### config.mk
export PLATFORM = sky130hd
export DESIGN_NAME = lph_ctrl
export DESIGN_NICKNAME = d
export VERILOG_FILES = /design/src/rtl/lph_pkg.sv /design/src/rtl/lph_ctrl.sv
export SDC_FILE = /design/constraint.sdc
export NUM_CORES = 1
export LEC_CHECK = 0
export ABC_AREA = 1
export BUFFER_PORTS_ARGS = -buffer_cell sky130_fd_sc_hd__buf_2
export CORE_MARGIN = 2
export CORE_UTILIZATION = 30
export DETAILED_ROUTE_END_ITERATION = 6
export SYNTH_ARGS = -nofsm -noshare
export SYNTH_HDL_FRONTEND = slang
export SYNTH_SLANG_ARGS = --single-unit
### constraint.sdc
create_clock -name clk_i -period 16.22 [get_ports clk_i]
set_input_delay 1.622 -clock clk_i [delete_from_list [all_inputs] [get_ports clk_i]]
set_output_delay 1.622 -clock clk_i [all_outputs]
set_load 0.005 [all_outputs]
### src/rtl/lph_pkg.sv
package lph_pkg;

  localparam int unsigned CAPACITY = 256;
  localparam int unsigned IDX_W = 8;
  localparam int unsigned CNT_W = 9;
  localparam logic [CNT_W-1:0] LIMIT_RESET = 9'd192;

  localparam logic [1:0] OP_SET = 2'd0;
  localparam logic [1:0] OP_GET = 2'd1;
  localparam logic [1:0] OP_DEL = 2'd2;
  localparam logic [1:0] OP_NEXT = 2'd3;

  localparam logic [1:0] ST_OK = 2'd0;
  localparam logic [1:0] ST_MISSING = 2'd1;
  localparam logic [1:0] ST_FULL = 2'd2;
  localparam logic [1:0] ST_DONE = 2'd3;

  typedef struct packed {
    logic [1:0]  operation;
    logic [31:0] key_id;
    logic [63:0] key_hash;
    logic [3:0]  value_tag;
    logic [63:0] value_data;
    logic [8:0]  cursor;
  } req_t;

  typedef struct packed {
    logic [1:0]  status;
    logic [31:0] found_key;
    logic [3:0]  found_tag;
    logic [63:0] found_data;
    logic [8:0]  next_cursor;
    logic [8:0]  live_count;
  } rsp_t;

  typedef struct packed {
    logic        used;
    logic        tomb;
    logic [31:0] key;
    logic [3:0]  tag;
    logic [63:0] data;
  } slot_t;

  typedef struct packed {
    logic                 we;
    logic [IDX_W-1:0]     waddr;
    slot_t                wdata;
    logic                 re;
    logic [IDX_W-1:0]     raddr;
  } mem_req_t;

endpackage

### src/rtl/lph_ctrl.sv
module lph_ctrl (
  input  logic              clk_i,
  input  logic              rst_ni,
  input  logic              start,
  input  lph_pkg::req_t     req_i,
  input  logic [8:0]        limit_i,
  output logic              busy,
  output logic              done_o,
  output lph_pkg::rsp_t     rsp_o,
  output lph_pkg::mem_req_t mem_o,
  input  lph_pkg::slot_t    slot_i
);

  localparam logic [1:0] S_IDLE = 2'd0;
  localparam logic [1:0] S_PROBE = 2'd1;
  localparam logic [1:0] S_SCAN = 2'd2;
  localparam logic [1:0] S_CLEAR = 2'd3;

  localparam int unsigned IW = lph_pkg::IDX_W;
  localparam int unsigned CW = lph_pkg::CNT_W;

  logic [1:0]    state_q, state_d;
  lph_pkg::req_t req_q;
  logic [IW-1:0] idx_q, idx_d;
  logic [CW-1:0] n_q, n_d;
  logic [CW-1:0] cur_q, cur_d;
  logic          tomb_v_q, tomb_v_d;
  logic [IW-1:0] tomb_q, tomb_d;
  logic [CW-1:0] live_q, live_d;
  logic          done_q, done_d;
  lph_pkg::rsp_t rsp_q, rsp_d;
  logic          fin;
  logic          hit;
  logic          have_free;
  logic [IW-1:0] free_idx;

  always_comb begin
    state_d  = state_q;
    idx_d    = idx_q;
    n_d      = n_q;
    cur_d    = cur_q;
    tomb_v_d = tomb_v_q;
    tomb_d   = tomb_q;
    live_d   = live_q;
    done_d   = 1'b0;
    rsp_d    = rsp_q;
    mem_o    = '0;
    fin      = 1'b0;
    hit      = 1'b0;
    have_free = 1'b0;
    free_idx = '0;
    case (state_q)
      S_CLEAR: begin
        // walk every slot once after reset, clearing used and tombstone flags
        mem_o.we = 1'b1;
        mem_o.waddr = n_q[IW-1:0];
        n_d = n_q + CW'(1);
        if (n_q == CW'(lph_pkg::CAPACITY - 1)) begin
          state_d = S_IDLE;
        end
      end
      S_IDLE: begin
        if (start) begin
          idx_d = req_i.key_hash[IW-1:0];
          n_d = '0;
          tomb_v_d = 1'b0;
          cur_d = req_i.cursor;
          if (req_i.operation == lph_pkg::OP_NEXT) begin
            if (req_i.cursor >= CW'(lph_pkg::CAPACITY)) begin
              rsp_d = '0;
              rsp_d.status = lph_pkg::ST_DONE;
              rsp_d.next_cursor = req_i.cursor;
              rsp_d.live_count = live_q;
              done_d = 1'b1;
            end else begin
              mem_o.re = 1'b1;
              mem_o.raddr = req_i.cursor[IW-1:0];
              state_d = S_SCAN;
            end
          end else begin
            mem_o.re = 1'b1;
            mem_o.raddr = req_i.key_hash[IW-1:0];
            state_d = S_PROBE;
          end
        end
      end
      S_PROBE: begin
        rsp_d = '0;
        rsp_d.live_count = live_q;
        if (slot_i.used && slot_i.key == req_q.key_id) begin
          hit = 1'b1;
          fin = 1'b1;
        end else if (!slot_i.used && !slot_i.tomb) begin
          fin = 1'b1;
          have_free = 1'b1;
          free_idx = tomb_v_q ? tomb_q : idx_q;
        end else begin
          if (!slot_i.used && !tomb_v_q) begin
            tomb_v_d = 1'b1;
            tomb_d = idx_q;
          end
          if (n_q == CW'(lph_pkg::CAPACITY - 1)) begin
            fin = 1'b1;
            have_free = tomb_v_q || !slot_i.used;
            free_idx = tomb_v_q ? tomb_q : idx_q;
          end
        end
        if (fin) begin
          state_d = S_IDLE;
          done_d = 1'b1;
          case (req_q.operation)
            lph_pkg::OP_SET: begin
              mem_o.wdata.used = 1'b1;
              mem_o.wdata.key  = req_q.key_id;
              mem_o.wdata.tag  = req_q.value_tag;
              mem_o.wdata.data = req_q.value_data;
              if (hit) begin
                mem_o.we = 1'b1;
                mem_o.waddr = idx_q;
              end else if (live_q >= limit_i || !have_free) begin
                rsp_d.status = lph_pkg::ST_FULL;
              end else begin
                mem_o.we = 1'b1;
                mem_o.waddr = free_idx;
                live_d = live_q + CW'(1);
                rsp_d.live_count = live_q + CW'(1);
              end
            end
            lph_pkg::OP_GET: begin
              if (hit) begin
                rsp_d.found_key  = slot_i.key;
                rsp_d.found_tag  = slot_i.tag;
                rsp_d.found_data = slot_i.data;
              end else begin
                rsp_d.status = lph_pkg::ST_MISSING;
              end
            end
            default: begin
              if (hit) begin
                mem_o.we = 1'b1;
                mem_o.waddr = idx_q;
                mem_o.wdata = slot_i;
                mem_o.wdata.used = 1'b0;
                mem_o.wdata.tomb = 1'b1;
                if (live_q != '0) begin
                  live_d = live_q - CW'(1);
                  rsp_d.live_count = live_q - CW'(1);
                end
              end else begin
                rsp_d.status = lph_pkg::ST_MISSING;
              end
            end
          endcase
        end else begin
          idx_d = idx_q + IW'(1);
          n_d = n_q + CW'(1);
          mem_o.re = 1'b1;
          mem_o.raddr = idx_q + IW'(1);
        end
      end
      S_SCAN: begin
        rsp_d = '0;
        rsp_d.live_count = live_q;
        cur_d = cur_q + CW'(1);
        if (slot_i.used) begin
          rsp_d.status = lph_pkg::ST_OK;
          rsp_d.found_key  = slot_i.key;
          rsp_d.found_tag  = slot_i.tag;
          rsp_d.found_data = slot_i.data;
          rsp_d.next_cursor = cur_q + CW'(1);
          state_d = S_IDLE;
          done_d = 1'b1;
        end else if (cur_q == CW'(lph_pkg::CAPACITY - 1)) begin
          rsp_d.status = lph_pkg::ST_DONE;
          rsp_d.next_cursor = CW'(lph_pkg::CAPACITY);
          state_d = S_IDLE;
          done_d = 1'b1;
        end else begin
          mem_o.re = 1'b1;
          mem_o.raddr = cur_q[IW-1:0] + IW'(1);
        end
      end
      default: state_d = S_IDLE;
    endcase
  end

  always_ff @(posedge clk_i or negedge rst_ni) begin
    if (!rst_ni) begin
      state_q <= S_CLEAR;
      n_q     <= '0;
      live_q  <= '0;
      done_q  <= 1'b0;
      tomb_v_q <= 1'b0;
    end else begin
      state_q <= state_d;
      n_q     <= n_d;
      live_q  <= live_d;
      done_q  <= done_d;
      tomb_v_q <= tomb_v_d;
    end
  end

  always_ff @(posedge clk_i) begin
    if (state_q == S_IDLE && start) begin
      req_q <= req_i;
    end
    idx_q  <= idx_d;
    cur_q  <= cur_d;
    tomb_q <= tomb_d;
    rsp_q  <= rsp_d;
  end

  assign busy   = (state_q != S_IDLE);
  assign done_o = done_q;
  assign rsp_o  = rsp_q;

endmodule

==> reports/qor.yml <==
outcome:
  status: "complete, no violations"
critical_path:
  arrival_ns: 5.21
  cp-start-kind: "input port"
  r2r_setup_slack_ns: 12.31
  reg2reg_depth: 11
  r2r-start: "req_q[169]"
  critical_path.endpoint_type: "output pin"
  worstSetupPathType: "input port to output pin"
  crit_required_ns: 14.60
  crit_fanout: 72
  worstReg2RegEnd: "rsp_o[58]"
pwr:
  powerDensity_nw_per_um2: 149.8
  intPower_w: 0.001660
  switchingPower_w: 0.001007
  ir_worst_vdd_v: 0.0001206
  power_frac_seq: 0.427
  p_comb_frac: 0.330
  pwr-share-clk: 0.243
  switching_share: 0.3775
  p_total_w: 0.002666
  p_leak_nw: 8.090
synthesis:
  synthDominantCellAreaShare: 0.5297
  synth_edf_count: 247
  ys_ff_latch: 269
  async_reset_ff_frac: 0.08178
  netlist_area_um2: 14000
  yosysUniqueCellTypes: 46
  synthesis.nets: 1737
  yosysWarningCount: 0
  synth_area_per_cell_um2: 9.812
  yosysSeqAreaShare: 0.5692
  synth_ff_type: "edfxtp_1"
  yosys-top-cells-area: "edfxtp_1, nand2_1, inv_1"
  synth_top_area_cell: "edfxtp_1"
  syn_inst: 1427
clocking:
  cts.sink_count: 269
  cts_made_buffers: 31
  cts_tree: "yes"
  clkTransAtPathRegs_ns: 0.06
  cts_setup_buffers: 0
  cts_resized: 0
  max-clock-path-buffers: 3
  root_buffer: "clkbuf_16"
  h-tree-depth: 1
  clk_latency_ns: 0.57
  hold_buffers: 0
detailed_routing:
  via_count: 12500
  drc: 0
  vias_per_cell: 4.973
  routedWlPerCell_um: 20.81
  routed_wl_um: 52310
  drt-pass1-iter-count: 5
  ant_nets: 0
  dr.first_iter.drc_count: 960
timing:
  finClkSkew_ns: 0.01023
  slew_headroom: 0.3181
  period_needed_ns: 6.832
  period_share: 0.4212
  fin_tns_setup_ns: 0
  drv_slew: 0
  hold_viol: 0
  max_freq_ghz: 0.1464
  worstMarginPinSlew_ns: 1.023
  grt_setup_unrepaired: "false"
  setup_violations: 0
placement:
  dp_hpwl_um: 38120
  gp_congestion: 0.8728
  placed_cell_area_um2: 16870
  io_buffer_count: 474
global_route:
  gr-usage-all-layers: 0.2088
  grt_pass1_wl_um: 76190
  grt_pass1_vias: 12330
  grt-ovfl-total: 0
  grt_max_degree: 77
  grt_antenna_before_repair: 11
floorplan:
  dieArea_um2: 48420
  start_util: 0.3020
  die_w_um: 220.0
  ios: 531
  num_rows: 79
  die_h_um: 220.0
  core_um2: 46360
hold_path:
  holdPathStages: 0
  hp-class: "register to register"
  worstHoldStart: "idx_q[3]"
  whs_endpoint: "tomb_q[3]"
cells_and_area:
  syn_to_final_growth_pct: 27.10
  nNetsFinal: 2189
  final_area_um2: 17800
  fillers: 4653
  drive_gt1_frac: 0.3003
run:
  drv_cap: 0
-- cell usage in the layout, fill, tap and decap left out, drive strengths merged, types with 20 or more instances in the layout --
| master | instances |
|---|---|
| buf | 491 |
| nand2 | 265 |
| edfxtp | 247 |
| inv | 236 |
| nor3 | 110 |
| nor2 | 100 |
| nand3 | 78 |
| a32o | 59 |
| o21ai | 59 |
| clkbuf | 37 |
| a21oi | 24 |
| o32ai | 23 |
| nand4 | 22 |
| ha | 21 |
| dfrtp | 20 |
-- power by group through the flow --
stage	Combinational, W	Sequential, W	Clock (W)
after floorplan	0.000483	0.00119	0
after global placement	0.000875	0.00114	0
after detailed placement	0.000885	0.00115	0
after CTS	0.000887	0.00114	0.000662
after global routing	0.000976	0.00116	0.000687
final	0.000880	0.00114	0.000648
-- registers in the layout, indices dropped and copies added, names as in the netlist --
register  count
done_o        1
rsp_o       120
n_q           9
req_q       102
cur_q         9
tomb_q        8
tomb_v_q      1
live_q        9
idx_q         8
state_q       2
-- how the worst max path moves through the flow --
stage                      startpoint         to  slack [ns]  depth (start not counted)
after detailed placement  slot_i[101]  mem_o[99]        9.38                         15
after global routing      slot_i[101]  mem_o[99]        9.14                         15
final                      slot_i[92]  mem_o[99]        9.39                         14
after floorplan            req_i[173]   rsp_o[0]        1.91                          5
after global placement    slot_i[101]  mem_o[99]        9.38                         15
after CTS                 slot_i[101]  mem_o[99]        9.37                         15
-- synthesized netlist by cell type, types with 2 or more instances --
master and n:
nor3_1 110, o211ai_1 8, o32ai_2 14, nor4_1 4, o22ai_1 11, clkinv_1 5, ha_1 21, dfstp_2 2
a32oi_1 5, o31ai_1 3, o21a_1 2, buf_1 5, clkbuf_1 23, o32ai_1 9, nand2_4 2, a31oi_1 9
and2_1 4, dfrtp_1 20, o21ai_0 55, o41ai_1 9, buf_6 13, nand2_1 263, o21ai_1 4, xor2_1 10
nor2_2 2, a32o_1 59, inv_1 230, nor2_1 96, a21oi_1 23, xnor2_1 6, or2_2 5, buf_2 27
nand3_1 77, nand4_1 22, buf_4 4, inv_2 6, edfxtp_1 247, o21bai_1 4
-- per-layer routing --
layer / wire length, um / track usage / share of wire
met5: 21 / 0 / 0.00040
met4: 1396 / 0.06756 / 0.027
met3: 3887 / 0.04168 / 0.074
met2: 25360 / 0.3516 / 0.48
met1: 21640 / 0.2685 / 0.41
-- worst max-delay path, cell delays in order --
cell,delay (ns)
buf_2,0.12
xnor2_1,0.46
nand2_1,0.11
nor2_1,0.10
nand2_1,0.07
nor2_2,0.09
nand3_2,0.18
nand2_4,0.22
nand2_4,0.27
nor2_4,0.19
buf_4,0.68
inv_2,0.52
o32ai_1,0.34
buf_2,0.19
-- cell type report --
type | count | area (um2) | area share
timing repair buffer | 491 | 2500 | 0.1405
tap | 607 | 759.5 | 0.04267
clock buffer | 37 | 798.3 | 0.04485
inverter | 241 | 909.6 | 0.05111
clock inverter | 15 | 101.3 | 0.005695
multi-input combinational | 845 | 4736 | 0.2661
antenna | 9 | 22.52 | 0.001265
sequential | 269 | 7970 | 0.4478
-- metrics by stage --
stage / worst slack (ns) / cells / hold slack [ns] / utilization
2_1_floorplan: 1.910 / 1427 / 0.4264 / -
3_3_place_gp: 9.381 / 2453 / 0.4331 / 0.3640
3_5_place_dp: 9.377 / 2453 / 0.4355 / 0.3640
4_1_cts: 9.373 / 2505 / 0.4485 / 0.3834
5_1_grt: 9.142 / 2511 / 0.4652 / 0.3837
6_report: 9.388 / 2514 / 0.4483 / 0.3839
-- cells by family after synthesis --
logic type | count (synthesis) | share of synthesized area
AO/OA/AOI/OAI | 218 | 0.1225
flip-flops | 269 | 0.5692
buffers and inverters | 313 | 0.09436
adder cells (fa/ha/maj) | 21 | 0.01876
XOR/XNOR | 16 | 0.01001
AND/OR/NAND/NOR | 590 | 0.1851
(Power assumes the default switching activity.)
